### src/cst_pkg.sv
// ----------------------------------------------------------------------------
// cst_pkg: shared types and constants of the countdown sequence timer
// Opcodes, fixed field widths, and the command/status/result structs that
// pass between controller, datapath and top level.
// ----------------------------------------------------------------------------
`default_nettype none

package cst_pkg;

	// fixed field widths
	localparam int OP_W    = 3;
	localparam int IDX_W   = 3;
	localparam int TBL_D_W = 16;  // overflow and tick table entries
	localparam int CFG_W   = 4;   // countdown_count
	localparam int PASS_W  = 16;  // passed overflow counter

	// opcodes
	localparam logic [OP_W-1:0] OP_TICK  = 3'd0;
	localparam logic [OP_W-1:0] OP_LOAD  = 3'd1;
	localparam logic [OP_W-1:0] OP_START = 3'd2;
	localparam logic [OP_W-1:0] OP_RESET = 3'd3;
	localparam logic [OP_W-1:0] OP_TAKE  = 3'd4;

	// controller -> datapath
	typedef struct packed {
		logic capture;     // register the result of this transaction
		logic accepted;
		logic cnt_inc;
		logic cnt_clr;
		logic pass_inc;
		logic pass_clr;
		logic entry_zero;
		logic entry_next;
		logic load_wr;
		logic tables_clr;
		logic fire;
		logic done;
		logic busy;
		logic take;
	} cmd_t;

	// datapath -> controller
	typedef struct packed {
		logic ovf_zero;    // current entry has no overflow phase
		logic wrap;        // next tick wraps the counter
		logic ovf_done;    // next wrap reaches the overflow count
		logic target_hit;  // next tick reaches the tick target
		logic last;        // current entry is the last of the sequence
		logic start_ok;
		logic load_ok;
	} sts_t;

	// result payload
	typedef struct packed {
		logic             accepted;
		logic             fired;
		logic [IDX_W-1:0] fired_index;
		logic             fired_deferred;
		logic             sequence_done;
		logic             busy_res;
		logic             pending_valid;
		logic [IDX_W-1:0] pending_index;
	} res_t;

endpackage

`default_nettype wire

### src/cst_if.sv
// ----------------------------------------------------------------------------
// cst_if: channel interfaces of the countdown sequence timer
// Item input, result output and configuration write channels, each a
// valid/ready handshake with its payload.
// ----------------------------------------------------------------------------
`default_nettype none

interface cst_item_if;
	import cst_pkg::*;
	logic               valid;
	logic               ready;
	logic [OP_W-1:0]    opcode;
	logic [IDX_W-1:0]   entry_index;
	logic [TBL_D_W-1:0] load_overflows;
	logic [TBL_D_W-1:0] load_ticks;
	logic               load_deferred;

	modport source (output valid, opcode, entry_index, load_overflows, load_ticks,
		load_deferred, input ready);
	modport sink (input valid, opcode, entry_index, load_overflows, load_ticks,
		load_deferred, output ready);
endinterface

interface cst_res_if;
	import cst_pkg::*;
	logic             valid;
	logic             ready;
	logic             accepted;
	logic             fired;
	logic [IDX_W-1:0] fired_index;
	logic             fired_deferred;
	logic             sequence_done;
	logic             busy_res;
	logic             pending_valid;
	logic [IDX_W-1:0] pending_index;

	modport source (output valid, accepted, fired, fired_index, fired_deferred,
		sequence_done, busy_res, pending_valid, pending_index, input ready);
	modport sink (input valid, accepted, fired, fired_index, fired_deferred,
		sequence_done, busy_res, pending_valid, pending_index, output ready);
endinterface

interface cst_cfg_if;
	import cst_pkg::*;
	logic             valid;
	logic             ready;
	logic [CFG_W-1:0] countdown_count;

	modport source (output valid, countdown_count, input ready);
	modport sink (input valid, countdown_count, output ready);
endinterface

`default_nettype wire

### src/cst_ctl.sv
// ----------------------------------------------------------------------------
// cst_ctl: controller of the countdown sequence timer
// Tracks the sequence phase (idle, overflow wraps, tick count), decodes each
// transaction into datapath commands and owns the output valid register.
// ----------------------------------------------------------------------------
`default_nettype none

module cst_ctl (
	input  logic                     clk,
	input  logic                     arst_n,
	input  logic                     item_valid,
	input  logic [cst_pkg::OP_W-1:0] opcode,
	input  logic                     res_ready,
	input  cst_pkg::sts_t            sts,
	output logic                     item_ready,
	output logic                     res_valid,
	output cst_pkg::cmd_t            cmd
);
	import cst_pkg::*;

	typedef enum logic [1:0] {ST_IDLE, ST_WRAP, ST_COUNT} state_t;

	state_t state_q, state_d;
	logic   res_valid_q;
	logic   acc;

	// output register frees up as soon as it is taken
	assign item_ready = !res_valid_q || res_ready;
	assign acc        = item_valid && item_ready;
	assign res_valid  = res_valid_q;

	// command decode and next phase
	always_comb begin
		cmd          = '0;
		state_d      = state_q;
		cmd.capture  = acc;
		cmd.accepted = 1'b1;
		if (acc) begin
			case (opcode)
				OP_TICK: begin
					if (state_q != ST_IDLE) begin
						cmd.cnt_inc = 1'b1;
						// an entry without overflows counts ticks right away
						if (state_q == ST_COUNT || sts.ovf_zero) begin
							if (sts.target_hit) begin
								cmd.fire     = 1'b1;
								cmd.cnt_clr  = 1'b1;
								cmd.pass_clr = 1'b1;
								if (sts.last) begin
									cmd.done       = 1'b1;
									cmd.entry_zero = 1'b1;
									state_d        = ST_IDLE;
								end else begin
									cmd.entry_next = 1'b1;
									state_d        = ST_WRAP;
								end
							end
						end else if (sts.wrap) begin
							cmd.pass_inc = 1'b1;
							if (sts.ovf_done) begin
								state_d = ST_COUNT;
							end
						end
					end
				end
				OP_LOAD: begin
					if (state_q == ST_IDLE && sts.load_ok) begin
						cmd.load_wr = 1'b1;
					end else begin
						cmd.accepted = 1'b0;
					end
				end
				OP_START: begin
					if (state_q == ST_IDLE && sts.start_ok) begin
						cmd.entry_zero = 1'b1;
						cmd.cnt_clr    = 1'b1;
						cmd.pass_clr   = 1'b1;
						state_d        = ST_WRAP;
					end else begin
						cmd.accepted = 1'b0;
					end
				end
				OP_RESET: begin
					cmd.tables_clr = 1'b1;
					cmd.entry_zero = 1'b1;
					cmd.cnt_clr    = 1'b1;
					cmd.pass_clr   = 1'b1;
					state_d        = ST_IDLE;
				end
				OP_TAKE: begin
					cmd.take = 1'b1;
				end
				default: begin
				end
			endcase
		end
		cmd.busy = (state_d != ST_IDLE);
	end

	// phase and output valid
	always_ff @(posedge clk or negedge arst_n) begin
		if (!arst_n) begin
			state_q     <= ST_IDLE;
			res_valid_q <= 1'b0;
		end else begin
			state_q <= state_d;
			if (acc) begin
				res_valid_q <= 1'b1;
			end else if (res_ready) begin
				res_valid_q <= 1'b0;
			end
		end
	end

endmodule

`default_nettype wire

### src/cst_dp.sv
// ----------------------------------------------------------------------------
// cst_dp: datapath of the countdown sequence timer
// Entry tables, tick and overflow counters, entry pointer, pending event,
// countdown_count register and the result register.
// ----------------------------------------------------------------------------
`default_nettype none

module cst_dp #(
	parameter int MAX_ENTRIES  = 8,
	parameter int COUNTER_BITS = 16
) (
	input  logic                        clk,
	input  logic                        arst_n,
	input  cst_pkg::cmd_t               cmd,
	input  logic [cst_pkg::IDX_W-1:0]   entry_index,
	input  logic [cst_pkg::TBL_D_W-1:0] load_overflows,
	input  logic [cst_pkg::TBL_D_W-1:0] load_ticks,
	input  logic                        load_deferred,
	input  logic                        cfg_we,
	input  logic [cst_pkg::CFG_W-1:0]   cfg_data,
	output cst_pkg::sts_t               sts,
	output cst_pkg::res_t               result
);
	import cst_pkg::*;

	localparam int ENTRY_W = (MAX_ENTRIES > 1) ? $clog2(MAX_ENTRIES) : 1;
	localparam int NXT_W   = ENTRY_W + 1;
	localparam int CMP_W   = (NXT_W > CFG_W) ? NXT_W : CFG_W;
	// only indexes below eight can be loaded; higher entries keep reset values
	localparam int TBL_N   = (MAX_ENTRIES < 8) ? MAX_ENTRIES : 8;
	localparam int TBL_W   = (TBL_N > 1) ? $clog2(TBL_N) : 1;
	localparam int EXT_W   = 32;

	logic [TBL_D_W-1:0]      ovf_q [TBL_N];
	logic [TBL_D_W-1:0]      tick_q [TBL_N];
	logic [TBL_N-1:0]        def_q;
	logic [ENTRY_W-1:0]      entry_q;
	logic [COUNTER_BITS-1:0] cnt_q;
	logic [PASS_W-1:0]       pass_q;
	logic [CFG_W-1:0]        count_q;
	logic                    pend_q;
	logic [IDX_W-1:0]        pend_idx_q;
	res_t                    res_q;

	logic                    in_tbl;
	logic [TBL_D_W-1:0]      ovf_rd;
	logic [TBL_D_W-1:0]      tick_rd;
	logic                    def_rd;
	logic [COUNTER_BITS-1:0] cnt_inc;
	logic [COUNTER_BITS-1:0] tgt_m;
	logic [COUNTER_BITS-1:0] target;
	logic [PASS_W-1:0]       pass_inc;
	logic [NXT_W-1:0]        next_e;
	logic [IDX_W-1:0]        e3;
	logic [EXT_W-1:0]        tick_ext;
	logic [6:0]              e_ext;

	// current entry lookup
	assign in_tbl  = CMP_W'(entry_q) < CMP_W'(TBL_N);
	assign ovf_rd  = in_tbl ? ovf_q[entry_q[TBL_W-1:0]] : '0;
	assign tick_rd = in_tbl ? tick_q[entry_q[TBL_W-1:0]] : '0;
	assign def_rd  = in_tbl ? def_q[entry_q[TBL_W-1:0]] : 1'b1;
	assign e_ext   = 7'(entry_q);
	assign e3      = e_ext[IDX_W-1:0];

	// counter compares; a masked target of zero counts as one
	assign cnt_inc  = cnt_q + 1'b1;
	assign pass_inc = pass_q + 1'b1;
	assign tick_ext = EXT_W'(tick_rd);
	assign tgt_m    = tick_ext[COUNTER_BITS-1:0];
	assign target   = (tgt_m == '0) ? COUNTER_BITS'(1) : tgt_m;
	assign next_e   = NXT_W'(entry_q) + 1'b1;

	assign sts.ovf_zero   = (ovf_rd == '0);
	assign sts.wrap       = &cnt_q;
	assign sts.ovf_done   = (pass_inc >= ovf_rd);
	assign sts.target_hit = (cnt_inc == target);
	assign sts.last       = (CMP_W'(next_e) >= CMP_W'(count_q)) ||
		(CMP_W'(next_e) >= CMP_W'(MAX_ENTRIES));
	assign sts.start_ok   = (count_q != '0) && (CMP_W'(count_q) <= CMP_W'(MAX_ENTRIES));
	assign sts.load_ok    = CMP_W'(entry_index) < CMP_W'(MAX_ENTRIES);

	assign result = res_q;

	// entry tables
	always_ff @(posedge clk or negedge arst_n) begin
		if (!arst_n) begin
			for (int i = 0; i < TBL_N; i++) begin
				ovf_q[i]  <= '0;
				tick_q[i] <= '0;
			end
			def_q <= '1;
		end else if (cmd.tables_clr) begin
			for (int i = 0; i < TBL_N; i++) begin
				ovf_q[i]  <= '0;
				tick_q[i] <= '0;
			end
		end else if (cmd.load_wr) begin
			ovf_q[entry_index[TBL_W-1:0]]  <= load_overflows;
			tick_q[entry_index[TBL_W-1:0]] <= load_ticks;
			def_q[entry_index[TBL_W-1:0]]  <= load_deferred;
		end
	end

	// counters, entry pointer, count register, pending event
	always_ff @(posedge clk or negedge arst_n) begin
		if (!arst_n) begin
			cnt_q      <= '0;
			pass_q     <= '0;
			entry_q    <= '0;
			count_q    <= '0;
			pend_q     <= 1'b0;
			pend_idx_q <= '0;
		end else begin
			if (cmd.cnt_clr) begin
				cnt_q <= '0;
			end else if (cmd.cnt_inc) begin
				cnt_q <= cnt_inc;
			end
			if (cmd.pass_clr) begin
				pass_q <= '0;
			end else if (cmd.pass_inc) begin
				pass_q <= pass_inc;
			end
			if (cmd.entry_zero) begin
				entry_q <= '0;
			end else if (cmd.entry_next) begin
				entry_q <= next_e[ENTRY_W-1:0];
			end
			if (cmd.tables_clr) begin
				count_q <= '0;
			end else if (cfg_we) begin
				count_q <= cfg_data;
			end
			// newer deferred firing overwrites the waiting one
			if (cmd.tables_clr || cmd.take) begin
				pend_q     <= 1'b0;
				pend_idx_q <= '0;
			end else if (cmd.fire && def_rd) begin
				pend_q     <= 1'b1;
				pend_idx_q <= e3;
			end
		end
	end

	// result register
	always_ff @(posedge clk) begin
		if (cmd.capture) begin
			res_q.accepted       <= cmd.accepted;
			res_q.fired          <= cmd.fire;
			res_q.fired_index    <= cmd.fire ? e3 : '0;
			res_q.fired_deferred <= cmd.fire && def_rd;
			res_q.sequence_done  <= cmd.done;
			res_q.busy_res       <= cmd.busy;
			res_q.pending_valid  <= cmd.take && pend_q;
			res_q.pending_index  <= (cmd.take && pend_q) ? pend_idx_q : '0;
		end
	end

endmodule

`default_nettype wire

### src/countdown_sequence_timer_top.sv
// ----------------------------------------------------------------------------
// countdown_sequence_timer_top: table-driven countdown sequence timer
// Runs loaded entries one after another: overflow wraps, then ticks to the
// target, then fires (reported, and latched as pending if deferred) and advances.
//
//   channel  dir  handshake     payload
//   item     in   valid/ready   opcode, entry_index, load_*
//   res      out  valid/ready   accepted, fired*, sequence_done, busy_res,
//                               pending_valid, pending_index
//   cfg      in   valid/ready   countdown_count (always ready)
//
// Every transaction is decoded and executed in the cycle it is accepted; its result sits in
// the output register the next cycle, one transaction per clock sustained.
// A stalled result blocks the next transaction only while the result register
// is full and not taken. Reset clears all control state and tables at once.
// ----------------------------------------------------------------------------
`default_nettype none

module countdown_sequence_timer_top #(
	parameter int MAX_ENTRIES  = 8,
	parameter int COUNTER_BITS = 16
) (
	input  logic      clk,
	input  logic      arst_n,
	cst_item_if.sink  item,
	cst_res_if.source res,
	cst_cfg_if.sink   cfg
);
	import cst_pkg::*;

	cmd_t cmd;
	sts_t sts;
	res_t result;

	assign cfg.ready = 1'b1;

	cst_ctl u_ctl (
		.clk        (clk),
		.arst_n     (arst_n),
		.item_valid (item.valid),
		.opcode     (item.opcode),
		.res_ready  (res.ready),
		.sts        (sts),
		.item_ready (item.ready),
		.res_valid  (res.valid),
		.cmd        (cmd)
	);

	cst_dp #(
		.MAX_ENTRIES  (MAX_ENTRIES),
		.COUNTER_BITS (COUNTER_BITS)
	) u_dp (
		.clk            (clk),
		.arst_n         (arst_n),
		.cmd            (cmd),
		.entry_index    (item.entry_index),
		.load_overflows (item.load_overflows),
		.load_ticks     (item.load_ticks),
		.load_deferred  (item.load_deferred),
		.cfg_we         (cfg.valid),
		.cfg_data       (cfg.countdown_count),
		.sts            (sts),
		.result         (result)
	);

	// result payload
	assign res.accepted       = result.accepted;
	assign res.fired          = result.fired;
	assign res.fired_index    = result.fired_index;
	assign res.fired_deferred = result.fired_deferred;
	assign res.sequence_done  = result.sequence_done;
	assign res.busy_res       = result.busy_res;
	assign res.pending_valid  = result.pending_valid;
	assign res.pending_index  = result.pending_index;

endmodule

`default_nettype wire

### src/flat_wrapper.sv
// flat-port wrapper written by rule: the top's interface ports become plain ports
module countdown_sequence_timer_top_flat import cst_pkg::*;
#(
	parameter int MAX_ENTRIES  = 8,
	parameter int COUNTER_BITS = 16
)
  (clk, arst_n, item_valid, item_opcode, item_entry_index, item_load_overflows, item_load_ticks, item_load_deferred, item_ready, res_valid, res_accepted, res_fired, res_fired_index, res_fired_deferred, res_sequence_done, res_busy_res, res_pending_valid, res_pending_index, res_ready, cfg_valid, cfg_countdown_count, cfg_ready);
  cst_item_if item_i ();
  cst_res_if res_i ();
  cst_cfg_if cfg_i ();
  input  logic clk;
  input  logic arst_n;
  input wire logic [$bits(item_i.valid)-1:0] item_valid;
  input wire logic [$bits(item_i.opcode)-1:0] item_opcode;
  input wire logic [$bits(item_i.entry_index)-1:0] item_entry_index;
  input wire logic [$bits(item_i.load_overflows)-1:0] item_load_overflows;
  input wire logic [$bits(item_i.load_ticks)-1:0] item_load_ticks;
  input wire logic [$bits(item_i.load_deferred)-1:0] item_load_deferred;
  output wire logic [$bits(item_i.ready)-1:0] item_ready;
  output wire logic [$bits(res_i.valid)-1:0] res_valid;
  output wire logic [$bits(res_i.accepted)-1:0] res_accepted;
  output wire logic [$bits(res_i.fired)-1:0] res_fired;
  output wire logic [$bits(res_i.fired_index)-1:0] res_fired_index;
  output wire logic [$bits(res_i.fired_deferred)-1:0] res_fired_deferred;
  output wire logic [$bits(res_i.sequence_done)-1:0] res_sequence_done;
  output wire logic [$bits(res_i.busy_res)-1:0] res_busy_res;
  output wire logic [$bits(res_i.pending_valid)-1:0] res_pending_valid;
  output wire logic [$bits(res_i.pending_index)-1:0] res_pending_index;
  input wire logic [$bits(res_i.ready)-1:0] res_ready;
  input wire logic [$bits(cfg_i.valid)-1:0] cfg_valid;
  input wire logic [$bits(cfg_i.countdown_count)-1:0] cfg_countdown_count;
  output wire logic [$bits(cfg_i.ready)-1:0] cfg_ready;
  assign item_i.valid = item_valid;
  assign item_i.opcode = item_opcode;
  assign item_i.entry_index = item_entry_index;
  assign item_i.load_overflows = item_load_overflows;
  assign item_i.load_ticks = item_load_ticks;
  assign item_i.load_deferred = item_load_deferred;
  assign item_ready = item_i.ready;
  assign res_valid = res_i.valid;
  assign res_accepted = res_i.accepted;
  assign res_fired = res_i.fired;
  assign res_fired_index = res_i.fired_index;
  assign res_fired_deferred = res_i.fired_deferred;
  assign res_sequence_done = res_i.sequence_done;
  assign res_busy_res = res_i.busy_res;
  assign res_pending_valid = res_i.pending_valid;
  assign res_pending_index = res_i.pending_index;
  assign res_i.ready = res_ready;
  assign cfg_i.valid = cfg_valid;
  assign cfg_i.countdown_count = cfg_countdown_count;
  assign cfg_ready = cfg_i.ready;
  countdown_sequence_timer_top #(.MAX_ENTRIES(MAX_ENTRIES), .COUNTER_BITS(COUNTER_BITS)) u_core (.clk(clk), .arst_n(arst_n), .item(item_i), .res(res_i), .cfg(cfg_i));
endmodule
### config.mk
export PLATFORM = sky130hd
export DESIGN_NAME = countdown_sequence_timer_top_flat
export DESIGN_NICKNAME = d
export VERILOG_FILES = /design/src/cst_pkg.sv /design/src/cst_if.sv /design/src/cst_ctl.sv /design/src/cst_dp.sv /design/src/countdown_sequence_timer_top.sv /design/src/flat_wrapper.sv
export SDC_FILE = /design/constraint.sdc
export NUM_CORES = 1
export LEC_CHECK = 0
export BUFFER_PORTS_ARGS = -buffer_cell sky130_fd_sc_hd__clkbuf_2
export CAP_MARGIN = 20
export CORE_ASPECT_RATIO = 1.1
export CORE_MARGIN = 2
export CORE_UTILIZATION = 60
export CTS_BUF_LIST = sky130_fd_sc_hd__clkbuf_16
export CTS_CLUSTER_SIZE = 14
export DETAILED_ROUTE_END_ITERATION = 10
export HOLD_SLACK_MARGIN = 0.03
export PLACE_DENSITY_LB_ADDON = 0.15
export SETUP_SLACK_MARGIN = 0.3
export SLEW_MARGIN = 20
export SYNTH_ARGS = -nofsm -noshare
export SYNTH_HDL_FRONTEND = slang
export SYNTH_SLANG_ARGS = --single-unit
### constraint.sdc
create_clock -name clk -period 6.7 [get_ports clk]
set_input_delay 0.335 -clock clk [delete_from_list [all_inputs] [get_ports clk]]
set_output_delay 0.335 -clock clk [all_outputs]
set_load 0.02 [all_outputs]
==> flow_summary.ini <==
[cts]
cts-htree-levels = 2
clock_latency_ns = 0.52
numCtsBuffers = 35
path_clk_slew_ns = 0.06
cts_tree = built
cts_buffer_depth = 3
post-cts-setup-buffer-count = 0
cts.sink_count = 322
cts-root-buf = clkbuf_16

[place]
portBuffers = 61
routabilityCongestion = 0.939
hpwl_um = 24500
dp_cells = 2066
dp_slack_ns = 2.17

[grt]
antenna_found_initial = 1
grt_use_total = 0.299
grt_pass1_wl_um = 67800
grt_pass1_vias = 12200
grt_max_degree = 189
grt_overflow_total = 0

[power]
switchingPower_uw = 1230
power_frac_seq = 0.471
p_int_uw = 3310
p_leak_uw = 0.00814
power.share.combinational = 0.133
power_density_nw_per_um2 = 254
power_frac_clock = 0.396
max-vdd-ir-drop_mv = 0.194
sw_frac_of_total = 0.271

[worst_setup_path]
reg2reg_depth = 10
cp_num_buf_inv = 1
r2r-end = u_core.u_dp.e3[2]
slowest_stage = o21ai_4
cpPeakStageDelay_ns = 0.77
cp_top_family = compound AO/OA/AOI/OAI gates
path_cells = buf_4 > and2_0 > a22oi_1 > a32oi_1 > nand4b_1 > o31ai_1 > xnor2_1 > or2_4 > o21ai_4 > a22oi_1
worst_setup_path_end_kind = flop
crit_type = flop to flop
rr_startpoint = u_core.u_dp.e3[1]
path_common_cell = a22oi_1
cp-start-kind = flop
cp.arrival_ns = 4.95
cp.required_ns = 7.04
crit_fanout = 35
rrSetupSlack_ns = 2.10

[floorplanning]
floorplan.initialDensity = 0.612
io_pins = 63
core_area_um2 = 27000
fp.dieH_um = 178
dieArea_um2 = 28900
rows = 63
fp.dieW_um = 162

[min_path]
min_from = cfg_countdown_count[1]
worst_hold_path.endpoint = u_core.u_dp.count_q[1]
hold_depth = 3
min_path_type = primary input to flop

[synth]
synth_fa_ha_area_frac = 0.0174
synthCells = 1784
ys_ff_latch = 322
synth_edf_count = 12
synthFlopType = dfrtp_1
synth_compound_gate_area_share = 0.0812
yosysWarnings = 0
syn_area_um2 = 16500
synth_top_cell_area_share = 0.457
ys_top_cells_by_count = 569 x nand2_1, 302 x dfrtp_1, 163 x o21ai_0
yosys.area.top_type = dfrtp_1
synth_xor_area_frac = 0.0376
yosysSeqAreaShare = 0.491
yosysMostFrequentCell = nand2_1
synth_mux_area_frac = 0.106
synthesis.nets = 1855
yosysUniqueCellTypes = 62
avgSynthCellArea_um2 = 9.27
synthSimpleGateAreaFrac = 0.217
async_reset_ff_frac = 0.963
synth_top_family_by_area = simple AND/OR/NAND/NOR gates
synthTopCellsByArea = dfrtp_1 46%, nand2_1 13%, mux4_2 5.2%

[cells_and_area]
num_antenna_cells = 0
fillers = 2144
nets = 1819
area_delta_synth_final_pct = 7.79
drive_gt1_frac = 0.111
stdcell_count = 2129
fin_util = 0.659

[sta]
finalClockSkew_ns = 0.0157
hold_viol = 0
finalMaxSlewViolations = 0
grt_setup_unrepaired = no
setup_slack_ns = 2.10
period_needed_ns = 4.60
tightest_slew_ns = 1.15
setup_viol = 0
max-slew-margin-rel = 0.232
min_period_over_period = 0.687
tns_ns = 0
fmax_mhz = 217

[detailed_routing]
antenna_left = 0
routed_wl_um = 41700
first_iter_violations = 1331
drcViolationCount = 0
dr_total_vias = 12800
via_per_inst = 6.01
first_pass_iters = 6
post_drt_wl_per_cell_um = 19.6

[status]
run_status = completed

[run]
maxCapViolations = 0
[worst reg2reg max path, delay by kind of cell (launching register included)]
| kind | cells | cell delay (ns) |
|---|---|---|
| flip-flops | 1 | 0.70 |
| buffers and inverters | 1 | 0.49 |
| AO/OA/AOI/OAI | 5 | 1.87 |
| AND/OR/NAND/NOR | 3 | 1.18 |
| XOR/XNOR | 1 | 0.19 |
[worst max path at each step]
| stage | from | end | slack (ns) | depth (start not counted) |
|---|---|---|---|---|
| 6_report | u_core.u_dp.e3[1] | u_core.u_dp.e3[2] | 2.10 | 10 |
| 5_1_grt | u_core.u_dp.e3[1] | u_core.u_dp.e3[2] | 1.80 | 10 |
| 4_1_cts | u_core.u_dp.e3[1] | u_core.u_dp.e3[2] | 2.15 | 10 |
| 3_5_place_dp | u_core.u_dp.e3[1] | u_core.u_dp.e3[2] | 2.17 | 10 |
| 3_3_place_gp | u_core.u_dp.e3[1] | u_core.u_dp.e3[2] | 2.30 | 10 |
| 2_1_floorplan | u_core.u_dp.pass_q[0] | u_core.u_dp.result[4] | 3.17 | 16 |
[repair_timing]
item	4_1_cts	5_1_grt
hold buffers	2	0
hold endpoints to repair	118	0
gates resized for setup	0	0
[cells in the final DEF (no fill, tap or decap), drive strengths merged, types with 3 or more instances in the layout]
master,instances
nand2,569
dfrtp,302
o21ai,166
nand3,107
clkbuf,96
mux2i,83
nor2,62
mux4,38
xnor2,36
xor2,35
a22oi,28
ha,23
nor3,22
inv,21
nand4,17
buf,17
clkinv,15
nor4,13
edfxtp,12
and3,11
a21o,11
a21oi,10
nor2b,8
dfstp,8
mux2,6
and2,6
nand2b,5
or3,4
a211oi,4
nor3b,4
o211ai,3
a22o,3
nand4b,3
[metrics by stage]
stage	total power (uW)	area [um^2]	hold slack (ns)
5_1_grt	4720	17800	0.0928
6_report	4530	17800	0.0747
3_3_place_gp	2750	16800	0.446
2_1_floorplan	2590	16500	0.0394
4_1_cts	4560	17800	0.0616
3_5_place_dp	2760	16800	0.448
[routing by layer]
layer  GRT usage  vias up  wire length [um]
met1       0.459     6254             18900
met3      0.0467       85              3070
met5           0        -                16
met4      0.0955        2              1170
li1            -     5943                 -
met2       0.440      517             18500
[cell type report]
type,instances,area [um^2],share of cell area
flip-flops and latches,322,8130,0.456
multi-input cells,1298,7650,0.429
clock buffers,36,901,0.0505
repair buffers,79,497,0.0279
well taps,357,447,0.0251
clock inverters,25,151,0.00849
inverters,12,45.0,0.00253
[cell families (layout without fill, tap and decap cells)]
group | count (synthesis) | in the layout
mux | 127 | 127
buf+inv | 164 | 152
compound gates | 235 | 235
fa+ha+maj | 23 | 23
xor+xnor | 71 | 71
other cells | 1 | 1
simple gates | 841 | 841
flops | 322 | 322
[power groups by stage]
stage | clock network [uW] | logic [uW] | registers [uW]
floorplan | 0 | 444 | 2140
detailed placement | 0 | 596 | 2170
global route | 1900 | 673 | 2140
finish | 1800 | 604 | 2130
global placement | 0 | 581 | 2170
CTS | 1830 | 600 | 2130
[state kept, by name, summed over array words and instances, names as in the netlist]
name,count
u_core.u_dp.count_q,4
u_core.u_dp.ovf_q,128
u_core.u_ctl.res_valid,1
u_core.u_dp.tick_q,128
u_core.u_dp.result,12
u_core.u_dp.pend_idx_q,3
u_core.u_dp.e3,3
u_core.u_dp.pend_q,1
u_core.u_ctl.state_q,2
u_core.u_dp.def_q,8
u_core.u_dp.pass_q,16
u_core.u_dp.cnt_q,16
No activity file was read; power rests on OpenSTA's default activity.
